==> src/hw/rtl/assert_macros.svh <==
// ----------------------------------------------------------------------------
// assert_macros
// Assertion helpers for the idle-dim policy block; they report through
// $error and vanish in synthesis.
// ----------------------------------------------------------------------------
`ifndef ASSERT_MACROS_SVH
`define ASSERT_MACROS_SVH
`ifndef SYNTHESIS
`define IDP_ASSERT(lbl, clk_s, rstn_s, prop) \
	lbl: assert property (@(posedge clk_s) disable iff (!rstn_s) prop) \
		else $error("%m: check failed");
`define IDP_ASSERT_ALWAYS(lbl, clk_s, prop) \
	lbl: assert property (@(posedge clk_s) prop) \
		else $error("%m: check failed");
`else
`define IDP_ASSERT(lbl, clk_s, rstn_s, prop)
`define IDP_ASSERT_ALWAYS(lbl, clk_s, prop)
`endif
`endif

==> src/hw/rtl/idp_pkg.sv <==
// ----------------------------------------------------------------------------
// idp_pkg
// Shared codes, reset values and types of the backlight idle-dim controller.
// ----------------------------------------------------------------------------
package idp_pkg;

	localparam int TICK_COUNT_BITS_DEF = 17;

	localparam logic [1:0] MODE_ACTIVE = 2'd0;
	localparam logic [1:0] MODE_IDLE   = 2'd1;
	localparam logic [1:0] MODE_FORCE  = 2'd2;

	localparam logic [1:0] CMD_TICK  = 2'd0;
	localparam logic [1:0] CMD_TOUCH = 2'd1;
	localparam logic [1:0] CMD_QUERY = 2'd2;

	localparam logic [2:0] REG_USER    = 3'd0;
	localparam logic [2:0] REG_FORCE   = 3'd1;
	localparam logic [2:0] REG_TIMEOUT = 3'd2;
	localparam logic [2:0] REG_DIM     = 3'd3;
	localparam logic [2:0] REG_CAP     = 3'd4;
	localparam logic [2:0] REG_FLOOR   = 3'd5;

	localparam logic [6:0]  LEVEL_MAX     = 7'd100;
	localparam logic [6:0]  USER_RST      = 7'd100;
	localparam logic [15:0] TIMEOUT_RST   = 16'd5000;
	localparam logic [6:0]  DIM_RST       = 7'd40;
	localparam logic [15:0] CAP_RST       = 16'd16;
	localparam logic [15:0] FLOOR_RST     = 16'd100;
	localparam logic [7:0]  NOT_APPLIED   = 8'd255;

	// x / 100 == (x * 5243) >> 19 for every x up to 100 * 100
	localparam logic [12:0] DIV100_MUL   = 13'd5243;
	localparam int          DIV100_SHIFT = 19;

	localparam logic [1:0] SETTLE_CYCLES = 2'd2;

	typedef struct packed {
		logic [6:0]  user;
		logic        force_on;
		logic [15:0] timeout;
		logic [15:0] cap;
		logic [15:0] floor_ms;
		logic [6:0]  dim_level;
	} cfg_t;

	typedef struct packed {
		logic [1:0] mode;
		logic [7:0] applied;
	} core_stat_t;

	function automatic logic [6:0] sat100(input logic [6:0] v);
		sat100 = (v > LEVEL_MAX) ? LEVEL_MAX : v;
	endfunction

endpackage

==> src/hw/rtl/idp_cfg.sv <==
// ----------------------------------------------------------------------------
// idp_cfg
// Configuration registers and the two-stage dimmed-level pipeline.
// ----------------------------------------------------------------------------
module idp_cfg (
	input  logic              clk,
	input  logic              arst_n,
	input  logic              cfg_valid,
	output logic              cfg_ready,
	input  logic [2:0]        cfg_index,
	input  logic [15:0]       cfg_data,
	output idp_pkg::cfg_t     cfg,
	output logic              busy
);

	logic [6:0]  user_q;
	logic        force_q;
	logic [15:0] timeout_q;
	logic [6:0]  dim_q;
	logic [15:0] cap_q;
	logic [15:0] floor_q;
	logic [13:0] prod_q;
	logic [6:0]  dim_lvl_q;
	logic [1:0]  settle_q;
	logic [26:0] scaled;
	logic [6:0]  quot;
	logic        wr;

	assign cfg_ready = 1'b1;
	assign wr = cfg_valid && cfg_ready;

	always_ff @(posedge clk or negedge arst_n) begin
		if (!arst_n) begin
			user_q    <= idp_pkg::USER_RST;
			force_q   <= 1'b0;
			timeout_q <= idp_pkg::TIMEOUT_RST;
			dim_q     <= idp_pkg::DIM_RST;
			cap_q     <= idp_pkg::CAP_RST;
			floor_q   <= idp_pkg::FLOOR_RST;
		end else if (wr) begin
			unique case (cfg_index)
				idp_pkg::REG_USER:    user_q    <= idp_pkg::sat100(cfg_data[6:0]);
				idp_pkg::REG_FORCE:   force_q   <= cfg_data[0];
				idp_pkg::REG_TIMEOUT: timeout_q <= cfg_data;
				idp_pkg::REG_DIM:     dim_q     <= idp_pkg::sat100(cfg_data[6:0]);
				idp_pkg::REG_CAP:     cap_q     <= cfg_data;
				idp_pkg::REG_FLOOR:   floor_q   <= cfg_data;
				default: ;
			endcase
		end
	end

	// Hold off items until the dimmed level reflects the latest write.
	always_ff @(posedge clk or negedge arst_n) begin
		if (!arst_n) begin
			settle_q <= idp_pkg::SETTLE_CYCLES;
		end else if (wr) begin
			settle_q <= idp_pkg::SETTLE_CYCLES;
		end else if (settle_q != 2'd0) begin
			settle_q <= settle_q - 2'd1;
		end
	end

	assign scaled = {13'd0, prod_q} * {14'd0, idp_pkg::DIV100_MUL};
	assign quot   = scaled[idp_pkg::DIV100_SHIFT +: 7];

	always_ff @(posedge clk) begin
		prod_q    <= {7'd0, user_q} * {7'd0, dim_q};
		// floor at one for a nonzero user level
		dim_lvl_q <= (quot == 7'd0 && user_q != 7'd0) ? 7'd1 : quot;
	end

	assign busy = (settle_q != 2'd0);

	always_comb begin
		cfg.user      = user_q;
		cfg.force_on  = force_q;
		cfg.timeout   = timeout_q;
		cfg.cap       = cap_q;
		cfg.floor_ms  = floor_q;
		cfg.dim_level = dim_lvl_q;
	end

endmodule

==> src/hw/rtl/idp_core.sv <==
// ----------------------------------------------------------------------------
// idp_core
// Mode, idle counter and applied-level state with the per-beat policy logic.
// ----------------------------------------------------------------------------
module idp_core #(
	parameter int TICK_COUNT_BITS = idp_pkg::TICK_COUNT_BITS_DEF
) (
	input  logic                 clk,
	input  logic                 arst_n,
	input  logic                 adv,
	input  logic [1:0]           command,
	input  logic [15:0]          delay_request,
	input  idp_pkg::cfg_t        cfg,
	output logic [1:0]           mode,
	output logic                 write_valid,
	output logic [6:0]           brightness,
	output logic [15:0]          delay_out,
	output idp_pkg::core_stat_t  stat
);

	localparam int CW = (TICK_COUNT_BITS > 16) ? TICK_COUNT_BITS : 16;

	logic [1:0]                 mode_q, mode_n;
	logic [TICK_COUNT_BITS-1:0] ticks_q, ticks_n, ticks_inc;
	logic [7:0]                 applied_q;
	logic                       act_now, act_n, lvl_chg, apply;

	assign ticks_inc = (&ticks_q) ? ticks_q : ticks_q + TICK_COUNT_BITS'(1);
	assign act_now   = cfg.force_on || mode_q != idp_pkg::MODE_IDLE;

	always_comb begin
		ticks_n   = ticks_q;
		mode_n    = mode_q;
		apply     = 1'b0;
		delay_out = 16'd0;
		unique case (command)
			idp_pkg::CMD_TICK: begin
				ticks_n = ticks_inc;
				priority if (cfg.force_on)
					mode_n = idp_pkg::MODE_FORCE;
				else if (CW'(ticks_inc) <= CW'(cfg.timeout))
					mode_n = idp_pkg::MODE_ACTIVE;
				else
					mode_n = idp_pkg::MODE_IDLE;
				apply = 1'b1;
			end
			idp_pkg::CMD_TOUCH: begin
				ticks_n = '0;
				if (!cfg.force_on) begin
					mode_n = idp_pkg::MODE_ACTIVE;
					apply  = 1'b1;
				end
			end
			idp_pkg::CMD_QUERY: begin
				if (act_now)
					delay_out = (delay_request > cfg.cap) ? cfg.cap : delay_request;
				else
					delay_out = (delay_request < cfg.floor_ms) ? cfg.floor_ms
						: delay_request;
			end
			default: ;
		endcase
	end

	assign act_n       = cfg.force_on || mode_n != idp_pkg::MODE_IDLE;
	assign brightness  = act_n ? cfg.user : cfg.dim_level;
	assign lvl_chg     = {1'b0, brightness} != applied_q;
	assign write_valid = apply && lvl_chg;
	assign mode        = mode_n;

	always_ff @(posedge clk or negedge arst_n) begin
		if (!arst_n) begin
			mode_q    <= idp_pkg::MODE_ACTIVE;
			ticks_q   <= '0;
			applied_q <= idp_pkg::NOT_APPLIED;
		end else if (adv) begin
			mode_q  <= mode_n;
			ticks_q <= ticks_n;
			if (write_valid)
				applied_q <= {1'b0, brightness};
		end
	end

	assign stat.mode    = mode_q;
	assign stat.applied = applied_q;

endmodule

==> src/hw/rtl/display_idle_dim_policy_unit.sv <==
// ----------------------------------------------------------------------------
// display_idle_dim_policy_unit
// Backlight idle-dim controller: tick, touch and delay-query beats in,
// mode, panel write flag, brightness and adjusted delay out.
// ----------------------------------------------------------------------------
// Takes one beat per clock while the output is not stalled and no settle
// is pending. A beat lands in the input register, is evaluated against the
// mode, idle counter and applied level, and its result is registered in the
// output register; the output register lets a new beat enter while a result
// waits. The dimmed level (user * dim / 100) comes from a two-stage multiply
// pipeline behind the configuration registers, so after reset and after every
// configuration write the input side stays not-ready until the pipeline settles.
`include "assert_macros.svh"

module display_idle_dim_policy_unit #(
	parameter int TICK_COUNT_BITS = idp_pkg::TICK_COUNT_BITS_DEF
) (
	input  logic        clk,
	input  logic        arst_n,
	input  logic        in_valid,
	output logic        in_ready,
	input  logic [1:0]  command,
	input  logic [15:0] delay_request,
	output logic        out_valid,
	input  logic        out_ready,
	output logic [1:0]  mode,
	output logic        write_valid,
	output logic [6:0]  brightness,
	output logic [15:0] delay_out,
	input  logic        cfg_valid,
	output logic        cfg_ready,
	input  logic [2:0]  cfg_index,
	input  logic [15:0] cfg_data
);

	idp_pkg::cfg_t       cfg;
	idp_pkg::core_stat_t stat;
	logic                busy;
	logic                v_s1, v_s2, adv, accept;
	logic [1:0]          cmd_s1;
	logic [15:0]         req_s1;
	logic [1:0]          mode_c;
	logic                wr_c;
	logic [6:0]          bri_c;
	logic [15:0]         dly_c;
	logic [1:0]          mode_s2;
	logic                wr_s2;
	logic [6:0]          bri_s2;
	logic [15:0]         dly_s2;
	logic                wr_pend;

	idp_cfg u_cfg (
		.clk       (clk),
		.arst_n    (arst_n),
		.cfg_valid (cfg_valid),
		.cfg_ready (cfg_ready),
		.cfg_index (cfg_index),
		.cfg_data  (cfg_data),
		.cfg       (cfg),
		.busy      (busy)
	);

	assign adv      = v_s1 && (!v_s2 || out_ready);
	assign in_ready = !busy && (!v_s1 || adv);
	assign accept   = in_valid && in_ready;

	always_ff @(posedge clk or negedge arst_n) begin
		if (!arst_n) begin
			v_s1 <= 1'b0;
		end else if (accept) begin
			v_s1 <= 1'b1;
		end else if (adv) begin
			v_s1 <= 1'b0;
		end
	end

	always_ff @(posedge clk) begin
		if (accept) begin
			cmd_s1 <= command;
			req_s1 <= delay_request;
		end
	end

	idp_core #(
		.TICK_COUNT_BITS (TICK_COUNT_BITS)
	) u_core (
		.clk           (clk),
		.arst_n        (arst_n),
		.adv           (adv),
		.command       (cmd_s1),
		.delay_request (req_s1),
		.cfg           (cfg),
		.mode          (mode_c),
		.write_valid   (wr_c),
		.brightness    (bri_c),
		.delay_out     (dly_c),
		.stat          (stat)
	);

	always_ff @(posedge clk or negedge arst_n) begin
		if (!arst_n) begin
			v_s2 <= 1'b0;
		end else if (adv) begin
			v_s2 <= 1'b1;
		end else if (out_ready) begin
			v_s2 <= 1'b0;
		end
	end

	always_ff @(posedge clk) begin
		if (adv) begin
			mode_s2 <= mode_c;
			wr_s2   <= wr_c;
			bri_s2  <= bri_c;
			dly_s2  <= dly_c;
		end
	end

	assign out_valid   = v_s2;
	assign mode        = mode_s2;
	assign write_valid = wr_s2;
	assign brightness  = bri_s2;
	assign delay_out   = dly_s2;

	assign wr_pend = v_s2 && wr_s2;

	`IDP_ASSERT_ALWAYS(a_settle_blocks_input, clk, busy |-> !in_ready)
	`IDP_ASSERT(a_write_matches_applied, clk, arst_n, wr_pend |-> ({1'b0, bri_s2} == stat.applied))
	`IDP_ASSERT(a_state_moves_on_adv, clk, arst_n, !adv |=> $stable(stat))

endmodule

==> config.mk <==
export PLATFORM = sky130hd
export DESIGN_NAME = display_idle_dim_policy_unit
export DESIGN_NICKNAME = d
export VERILOG_FILES = /design/src/hw/rtl/idp_pkg.sv /design/src/hw/rtl/idp_cfg.sv /design/src/hw/rtl/idp_core.sv /design/src/hw/rtl/display_idle_dim_policy_unit.sv
export VERILOG_INCLUDE_DIRS = /design/src /design/src/hw/rtl
export SDC_FILE = /design/constraint.sdc
export NUM_CORES = 1
export LEC_CHECK = 0
export BUFFER_PORTS_ARGS = -buffer_cell sky130_fd_sc_hd__buf_2
export CAP_MARGIN = 20
export CORE_MARGIN = 4
export CORE_UTILIZATION = 50
export DETAILED_ROUTE_END_ITERATION = 6
export MAX_ROUTING_LAYER = met4
export PLACE_DENSITY_LB_ADDON = 0.08
export SYNTH_ARGS = -nofsm -noshare
export SYNTH_HDL_FRONTEND = slang
export SYNTH_SLANG_ARGS = --single-unit
==> constraint.sdc <==
create_clock -name clk -period 4.9 [get_ports clk]
set_input_delay 0.98 -clock clk [delete_from_list [all_inputs] [get_ports clk]]
set_output_delay 0.98 -clock clk [all_outputs]
set_load 0.02 [all_outputs]
==> metrics.txt, run 1 <==
Core Rows=57; Die Y=166 µm; largest net degree at the start of global routing=76; die area=27700 µm²; post-route ant nets=0; synth warn=0; initial antenna violation count=2; Tightest Pin Transition=1060 ps; largest area contributor in the netlist=ha_1; Pins Over Slew Limit=0; WP data required=5240 ps; non-filler cells, final=1662; final setup vio count=0; top cells by count, synth=211 x inv_1, 175 x ha_1, 116 x nand2_1, 86 x fa_1, 75 x o21ai_0; Post-synth top flop=dfrtp_1; most common cell in the netlist=inv_1; Tmin final=4790 ps; critical path fanouts, max=4; Root Driver=clkbuf_16; top-area cell type share of the netlist area=0.174; footprint of the multi-input gates=7800 µm²; DR pass1 iterations=5; Synthesized Nets=1525; hold slack=507 ps; Critical Path End Type=flop; synthesized area=12600 µm²; status=finished, final reports clean; Post-Route Skew=19.8 ps; htree depth=4; GR Util All Layers=0.212; layout cell share with drive strength beyond 1=0.209; Final Cycle Share=0.977; vias in the first global route=9229; mean area per synthesized cell=10.3 µm²; Placed Instances=1622; Crit path buffers/inverters=2; Setup crit start kind=flop; fmax=209 MHz; area delta synth->final=15.4%; DPL Wire Length=21500 µm; CTS Buf Count=17; Clock Sinks=159; maxcap violations=0; DRT Wirelength=28000 µm; post-synthesis instance total=1222; first-pass GRT wire length=46400 µm; Placed Instance Area=13500 µm²; WP data arrival=5130 ps; Final WS setup=114 ps; Max clock buf depth=2; worst hold path type=flop to flop; detailed-route DRC error count=0; busiest layer in global routing=met2; Chip Width=166 µm; M3 GR Usage=0.0360; crit-path most repeated cell=fa_1; GR Util met2=0.367; Largest delay share family, worst path=adder cells; endpoints failing hold=0; Slew HR=0.292; num ports=71; final net count=1625; Synth cell types=78; fraction of registers with async set/reset=0.591; IO buf count=69; routed length per instance=16.9 µm; GP Congestion=0.846; pre-CTS WS=-22.4 ps; worst path cell trace=buf_4 -> fa_1 -> ha_4 -> fa_1 -> fa_1 -> fa_1 -> ha_4 -> a21oi_2 -> o21ai_2 -> nor4b_4 -> a31oi_4 -> buf_4 -> nor3_2 -> nor2_1 -> a211o_1 -> o41ai_2; filler cell count in the final layout=2131; flops & latches, synth=159; Clk pin slew, worst setup/hold paths=70 ps; dominant cells by area after synthesis=ha_1 17%, dfrtp_1 14%, fa_1 14%, edfxtp_1 11%, inv_1 6.3%; via count=8830; Seq/Total Area, Yosys=0.328; CP peak stage delay=560 ps; core area=24500 µm²; CTS Hold Bufs=0; kind of critical path=flop to flop; DR iter-0 viols=383; CTS tree=built; Seq. cell area=4140 µm²; met1 usage=0.266; GR Overflow Total=0; Post-synth EDFFs=44; Slowest-stage cell, CP=fa_1; post-DR vias/cell=5.31; post-route design area=14500 µm²; Clock Latency Late Sink=440 ps; Initial Utilization=0.512
layer usage:
metal  part of all wire  wire, µm
met5                  0         0
met4              0.010       288
met3              0.033       925
met2               0.51     14400
met1               0.44     12400
sequential cells by signal (all words and copies together) (netlist names), 2 cells and up:
signal            cells
brightness            7
cmd_s1                2
delay_out            16
mode                  2
req_s1               16
u_cfg.cap_q          16
u_cfg.dim_lvl_q       7
u_cfg.dim_q           7
u_cfg.floor_q        16
u_cfg.prod_q         14
u_cfg.settle_q        2
u_cfg.timeout_q      16
u_cfg.user_q          7
u_core.applied_q      8
u_core.mode_q         2
u_core.ticks_q       17
metrics by stage:
stage | TNS (ps) | utilization
3_5_place_dp | -22.4 | 0.549
5_1_grt | -67.7 | 0.590
4_1_cts | 0 | 0.575
2_1_floorplan | 0 | -
3_3_place_gp | 0 | 0.549
6_report | 0 | 0.591
path summary, 6_finish.rpt:
kind	startpoint	depth (start not counted)	end	slack, ps
setup reg to reg	u_cfg.prod_q[11]$_DFF_P_	16	u_cfg.dim_lvl_q[0]$_SDFF_PP1_	110
min in group asynchronous	arst_n	1	u_core.applied_q[0]$_DFFE_PN1P_	560
hold / removal	v_s1$_DFFE_PN0P_	1	out_valid$_DFFE_PN0P_	510
hold reg to reg	v_s1$_DFFE_PN0P_	1	out_valid$_DFFE_PN0P_	510
max in group asynchronous	arst_n	3	u_cfg.timeout_q[3]$_DFFE_PN1P_	3590
setup / recovery	u_cfg.prod_q[11]$_DFF_P_	16	u_cfg.dim_lvl_q[0]$_SDFF_PP1_	110
cell usage in the layout (no fill, tap or decap), types with 16 or more instances in the layout:
cell	synthesis	routed
dfstp_2	23	23
inv_1	211	209
a21o_1	16	16
nand2_1	116	116
fa_1	86	86
o221a_2	16	16
dfrtp_1	71	71
xnor2_1	26	26
a21oi_1	44	41
mux2_2	25	25
and2_1	22	22
mux2i_1	17	17
clkbuf_16	0	17
buf_4	3	45
edfxtp_1	44	44
buf_2	3	68
nor2_1	29	28
ha_1	175	164
o21ai_0	75	73
what timing repair did:
action                                 4_1_cts  5_1_grt
buffers inserted                             1        3
pin swaps                                    1       33
endpoints found under the hold margin        0        0
setup endpoints to repair                    1       12
gates resized for setup                      5       61
cell type report:
class                      instances  area share
sequential                       159       0.286
multi-input combinational        816       0.538
antenna                            3    0.000518
tap                              324      0.0280
timing repair buffer             116      0.0505
clock inverter                    14      0.0115
clock buffer                      18      0.0303
inverter                         212      0.0549
cell families after synthesis:
| kind of cell | count (synthesis) | synth area share |
|---|---|---|
| AOI/OAI and AO/OA | 215 | 0.116 |
| muxes | 51 | 0.0461 |
| xor gates and xnor gates | 41 | 0.0286 |
| and+or+nand+nor | 247 | 0.0934 |
| DFF | 159 | 0.328 |
| buffers and inverters | 247 | 0.0760 |
| other | 1 | 0.000299 |
| adders and majority gates | 261 | 0.311 |
Power of run 1 is left out: the tool's default activity adds up to more than one toggle a clock period on the data nets, which glitch-free logic cannot reach.
==> run 2: changes to the inputs <==
--- a/config.mk
+++ b/config.mk
@@ -6,6 +6,7 @@
 export SDC_FILE = /design/constraint.sdc
 export NUM_CORES = 1
 export LEC_CHECK = 0
+export ABC_AREA = 1
 export BUFFER_PORTS_ARGS = -buffer_cell sky130_fd_sc_hd__buf_2
 export CAP_MARGIN = 20
 export CORE_MARGIN = 4
==> metrics.txt, run 2 <==
largest area contributor in the netlist=ha_1; worst hold path type=flop to flop; Tmin final=4580 ps (-205 ps); core area=25300 µm² (+3.2%); hold slack=460 ps (-47.2 ps); layout cell share with drive strength beyond 1=0.126 (-0.0834); synth warn=0 (unchanged); antenna cell count=0 (-3); Max clock buf depth=2 (unchanged); Clock Latency Late Sink=440 ps (about the same); CP peak stage delay=520 ps (-40 ps); flops & latches, synth=159 (unchanged); Largest delay share family, worst path=adder cells; dominant cells by area after synthesis=ha_1 17%, dfrtp_1 14%, fa_1 13%, edfxtp_1 10%, inv_1 9.4%; RSZ-0062 raised after global routing=yes; initial antenna violation count=0 (-2); top-area cell type share of the netlist area=0.169 (-0.00498); WP data required=5270 ps (+30 ps); num ports=71 (unchanged); Slowest-stage cell, CP=fa_1; status=finished, final reports clean; synthesized area=12900 µm² (+2.9%); worst path cell trace=ha_1 -> inv_1 -> fa_1 -> fa_1 -> inv_1 -> ha_1 -> inv_1 -> fa_1 -> inv_1 -> ha_1 -> a21o_1 -> a31oi_2 -> nand2_1 -> nand2_1 -> a211oi_2 -> nor2_2 -> o21ai_1 -> or2_2 -> nand2_1 -> nand2_1 -> nor2_1 -> nand3_1 -> nand2_1; Pins Over Slew Limit=0 (unchanged); DRT Wirelength=29000 µm (+3.5%); Synth Area in Adders=0.303 (-0.00889); WP data arrival=4960 ps (-170 ps); Post-Route Skew=15.8 ps (-3.94 ps); Final Cycle Share=0.935 (-0.0419); largest family of logic cells by synthesized area=adder cells; post-synthesis instance total=1498 (+23%); Initial Utilization=0.510 (-0.00146); Slew HR=0.242 (-0.0501); Compound-Gate Fraction of Synth Area=0.0972 (-0.0186); busiest layer in global routing=met2; mux cell area share after synthesis=0.000871 (-0.0453); die area=28500 µm² (+2.8%); reg2reg path depth=23 (+7); post-route ant nets=0 (unchanged); final net count=1867 (+15%); Crit path buffers/inverters=4 (+2); CTS tree=built; Root Driver=clkbuf_16; area delta synth->final=10.7%; mean area per synthesized cell=8.63 µm² (-16%); fraction of registers with async set/reset=0.591 (unchanged); first-pass GRT wire length=49500 µm (+6.6%); Post-synth EDFFs=44 (unchanged); fmax=218 MHz (+4.5%); Setup crit start kind=flop; endpoints failing hold=0 (unchanged); htree depth=4 (unchanged); IO buf count=69 (unchanged); GR Util met2=0.332 (-0.0353); Core Rows=58 (+1.8%); via count=9623 (+9.0%); hold path cells=2 (+1); commonest non-fill, non-tap cell in the layout=inv_1; final setup vio count=0 (unchanged); maxcap violations=0 (unchanged); M3 GR Usage=0.0362 (+0.000171); largest net degree at the start of global routing=52 (-32%); Stages on worst setup path=23 (+7); Chip Width=169 µm (+1.4%); post-DR vias/cell=5.05 (-5.0%); largest register by flop count=u_core.ticks_q; CTS Buf Count=17 (unchanged); DPL Wire Length=23100 µm (+7.3%); most common cell in the netlist=inv_1; Seq/Total Area, Yosys=0.319 (-0.00938); most frequent cells in the layout=323 x inv_1, 260 x nand2_1, 175 x ha_1; GR Overflow Total=0 (unchanged); routed length per instance=15.2 µm (-9.8%); met1 usage=0.329 (+0.0635); detailed-route DRC error count=0 (unchanged); max reg flops=17 (unchanged); Synthesized Nets=1801 (+18%); kind of critical path=flop to flop; crit-path most repeated cell=nand2_1; DR pass1 iterations=5 (unchanged); top cells by count, synth=324 x inv_1, 260 x nand2_1, 175 x ha_1, 112 x o21ai_0, 92 x nor2_1; DR iter-0 viols=568 (+48%); Synth cell types=52 (-33%); Tightest Pin Transition=1130 ps (+71.0 ps); Die Y=169 µm (+1.4%); GR Util All Layers=0.223 (+0.0106); GP Congestion=0.874 (+3.4%); Synth Area in Simple Gates=0.150 (+0.0571); Clock Sinks=159 (unchanged); vias in the first global route=9823 (+6.4%); Critical Path End Type=flop; Clk pin slew, worst setup/hold paths=70 ps (about the same); Post-synth top flop=dfrtp_1; critical path fanouts, max=6 (+2); Post-Synth XOR/XNOR Area=0.0196 (-0.00895); filler cell count in the final layout=2291 (+7.5%)
-- run 2: cell types whose count changed after synthesis, sizes merged, moves of 15 or more --
cell,delta
a211oi,+15
and2,-22
inv,+119
mux2,-33
mux2i,-17
nand2,+154
nand3,+28
nor2,+67
o21ai,+40
o221a,-17
xnor2,-21
-- run 2: what timing repair did --
action	4_1_cts	5_1_grt
resized for setup	0	29
buffers inserted	0	1
hold buffers	0	0
setup endpoints to repair	0	2
-- run 2: cell families after synthesis --
logic type      Yosys count
mux                       1
buf+inv                 373
simple gates            449
other cells               1
compound gates          225
fa+ha+maj               261
flops                   159
xor+xnor                 29
-- run 2: area by class of cell --
cell class	instances	area, µm²	area share
Clock inverter	15	154	0.0108
Timing Repair Buffer	88	498	0.0348
Multi-Input combinational cell	966	7420	0.519
Clock buffer	17	425	0.0297
Inverter	332	1250	0.0871
Sequential cell	159	4150	0.290
Tap cell	330	413	0.0289
-- run 2: through the flow --
stage	TNS, ps	instance area (µm²)	cells	worst slack, ps	util
finish	0	14300	1907	319	0.565
global route	-27.1	14300	1907	-27.1	0.565
CTS	0	14200	1905	113	0.562
detailed placement	0	13600	1873	133	0.539
global placement	0	13600	1872	121	0.538
floorplan	0	12900	1498	419	-
-- run 2: metal layers --
layer / wire length [µm] / vias to the layer above
met2: 12800 / 156
li1: - / 4891
met3: 1000 / 20
met1: 15000 / 4556
met5: 0 / -
met4: 236 / 0
-- run 2: tightest hold or removal path: cells and delay by family, from the launching register on --
kind | cells | cell delay, ps
buf+inv | 1 | 30
simple gates | 1 | 60
flops | 1 | 370
-- run 2: worst paths after layout --
check                                                start                              end  slack [ps]
min                        u_core.applied_q[7]$_DFFE_PN1P_  u_core.applied_q[7]$_DFFE_PN1P_         460
max                                u_cfg.prod_q[7]$_DFF_P_    u_cfg.dim_lvl_q[0]$_SDFF_PP1_         320
min in group asynchronous                           arst_n   u_core.ticks_q[12]$_DFFE_PN0P_         580
max in group asynchronous                           arst_n   u_cfg.timeout_q[7]$_DFFE_PN1P_        3260
min reg2reg                u_core.applied_q[7]$_DFFE_PN1P_  u_core.applied_q[7]$_DFFE_PN1P_         460
max reg2reg                        u_cfg.prod_q[7]$_DFF_P_    u_cfg.dim_lvl_q[0]$_SDFF_PP1_         320
Power of run 2 is left out for the same reason.
==> run 3: changes to the inputs <==
--- a/config.mk
+++ b/config.mk
@@ -7,13 +7,13 @@
 export NUM_CORES = 1
 export LEC_CHECK = 0
 export ABC_AREA = 1
-export BUFFER_PORTS_ARGS = -buffer_cell sky130_fd_sc_hd__buf_2
+export BUFFER_PORTS_ARGS = -buffer_cell sky130_fd_sc_hd__buf_4
 export CAP_MARGIN = 20
 export CORE_MARGIN = 4
 export CORE_UTILIZATION = 50
 export DETAILED_ROUTE_END_ITERATION = 6
 export MAX_ROUTING_LAYER = met4
-export PLACE_DENSITY_LB_ADDON = 0.08
+export PLACE_DENSITY_LB_ADDON = 0.25
 export SYNTH_ARGS = -nofsm -noshare
 export SYNTH_HDL_FRONTEND = slang
 export SYNTH_SLANG_ARGS = --single-unit
==> constraint.sdc (replaced) <==
create_clock -name clk -period 4.9 [get_ports clk]
set_input_delay 0.98 -clock clk [delete_from_list [all_inputs] [get_ports clk]]
set_output_delay 0.98 -clock clk [all_outputs]
set_load 0.05 [all_outputs]
==> metrics.txt, run 3 (synthesis gave the netlist of run 2 again) <==
maxcap violations=0 (unchanged); Die Y=169 µm (unchanged); WP data required=5270 ps (about the same); initial antenna violation count=0 (unchanged); total negative setup slack=0 ps (unchanged); Slew HR=0.278 (+0.0360); Clock Latency Late Sink=440 ps (about the same); Seq. cell area=4150 µm² (about the same); die area=28500 µm² (unchanged); largest net degree at the start of global routing=69 (+33%); met1 usage=0.316 (-0.0136); RSZ-0062 raised after global routing=no; Initial Utilization=0.510 (unchanged); critical path fanouts, max=5 (-1); DRT Wirelength=28900 µm (-0.40%); pre-CTS WS=135 ps (+1.36 ps); final net count=1862 (-0.27%); crit-path most repeated cell=inv_1; Max clock buf depth=2 (unchanged); Root Driver=clkbuf_16; GR Util All Layers=0.218 (-0.00434); final setup vio count=0 (unchanged); commonest non-fill, non-tap cell in the layout=inv_1; CP peak stage delay=540 ps (+20 ps); Tightest Pin Transition=1080 ps (-53.7 ps); Post-Route Skew=15.5 ps (-0.349 ps); layout cell share with drive strength beyond 1=0.117 (-0.00851); area delta synth->final=11.5%; Final WS setup=272 ps (-47.1 ps); filler cell count in the final layout=2246 (-2.0%); detailed-route DRC error count=0 (unchanged); post-DR vias/cell=5.17 (+2.4%); Critical Path End Type=flop; DR iter-0 viols=675 (+19%); Final Cycle Share=0.944 (+0.00961); kind of critical path=flop to flop; routed length per instance=15.2 µm (-0.14%); WP data arrival=5000 ps (+40 ps); Setup crit start kind=flop; GR Overflow Total=0 (unchanged); largest register by flop count=u_core.ticks_q; Chip Width=169 µm (unchanged); max reg flops=17 (unchanged); num ports=71 (unchanged); fmax=216 MHz (-1.0%); M3 GR Usage=0.0318 (-0.00444); vias in the first global route=9892 (+0.70%); worst hold path type=flop to flop; GP Congestion=0.855 (-2.3%); status=finished, final reports clean; post-route ant nets=0 (unchanged); Clock Sinks=159 (unchanged); first-pass GRT wire length=49000 µm (-0.95%); endpoints failing hold=0 (unchanged); post-route design area=14400 µm² (+0.68%); CTS tree=built; Slowest-stage cell, CP=fa_1; Pins Over Slew Limit=0 (unchanged); IO buf count=69 (unchanged); Clk pin slew, worst setup/hold paths=70 ps (about the same); Tmin final=4630 ps (+47.1 ps); via count=9826 (+2.1%); most frequent cells in the layout=323 x inv_1, 260 x nand2_1, 175 x ha_1; Core Rows=58 (unchanged); core area=25300 µm² (unchanged); CTS Hold Bufs=0 (unchanged); DPL Wire Length=22900 µm (-0.96%); antenna cell count=0 (unchanged); final core utilization=0.569 (+0.00385); GR Util met2=0.334 (+0.00191); DR pass1 iterations=5 (unchanged); htree depth=4 (unchanged); busiest layer in global routing=met2; Placed Instance Area=13800 µm² (+1.0%); CTS Buf Count=17 (unchanged); footprint of the multi-input gates=7380 µm² (-0.52%)
run 3: cell types whose count changed in the layout (fill, tap and decap cells not counted), sizes merged:
cell / previous run / this run
buf: 88 / 83
inv: 336 / 341
clkinvlp: 4 / 1
bufinv: 1 / 0
clkinv: 6 / 5
run 3: through the flow:
stage | std cells | hold slack [ps]
after floorplan | 1498 | 433
after global placement | 1869 | 443
after detailed placement | 1869 | 452
after CTS | 1901 | 466
after global routing | 1902 | 493
final | 1902 | 461
run 3: worst paths after layout:
kind | startpoint | endpoint | slack [ps] | cells after the start
setup / recovery | u_cfg.prod_q[1]$_DFF_P_ | u_cfg.dim_lvl_q[0]$_SDFF_PP1_ | 270 | 25
hold / removal | u_core.applied_q[7]$_DFFE_PN1P_ | u_core.applied_q[7]$_DFFE_PN1P_ | 460 | 2
setup reg to reg | u_cfg.prod_q[1]$_DFF_P_ | u_cfg.dim_lvl_q[0]$_SDFF_PP1_ | 270 | 25
hold reg to reg | u_core.applied_q[7]$_DFFE_PN1P_ | u_core.applied_q[7]$_DFFE_PN1P_ | 460 | 2
max in group asynchronous | arst_n | u_cfg.floor_q[2]$_DFFE_PN1P_ | 3290 | 2
min in group asynchronous | arst_n | u_core.ticks_q[14]$_DFFE_PN0P_ | 630 | 1
run 3: worst max-delay path: cells and delay by family (launching register included):
kind,cells,cell delay [ps]
buffers and inverters,6,400
AO/OA/AOI/OAI,4,570
flip-flops,1,390
AND/OR/NAND/NOR,9,940
adder cells (fa/ha/maj),6,2260
run 3: cell type report:
| class | count | share of cell area |
|---|---|---|
| tap | 330 | 0.0287 |
| clock buffer | 17 | 0.0295 |
| clock inverter | 15 | 0.0112 |
| timing repair buffer | 83 | 0.0438 |
| inverter | 332 | 0.0865 |
| sequential | 159 | 0.288 |
| multi-input combinational | 966 | 0.513 |
run 3: timing repair:
item,4_1_cts,5_1_grt
gates resized for setup,0,18
buffers inserted,0,0
endpoints found under the setup margin,0,2
run 3: per-layer routing:
| metal | up-vias | wire (µm) | share of wire |
|---|---|---|---|
| met5 | - | 0 | 0 |
| met4 | 0 | 320 | 0.011 |
| met3 | 28 | 1060 | 0.037 |
| met2 | 212 | 13300 | 0.46 |
| met1 | 4692 | 14200 | 0.49 |
| li1 | 4894 | - | - |
Power of run 3 is left out for the same reason.
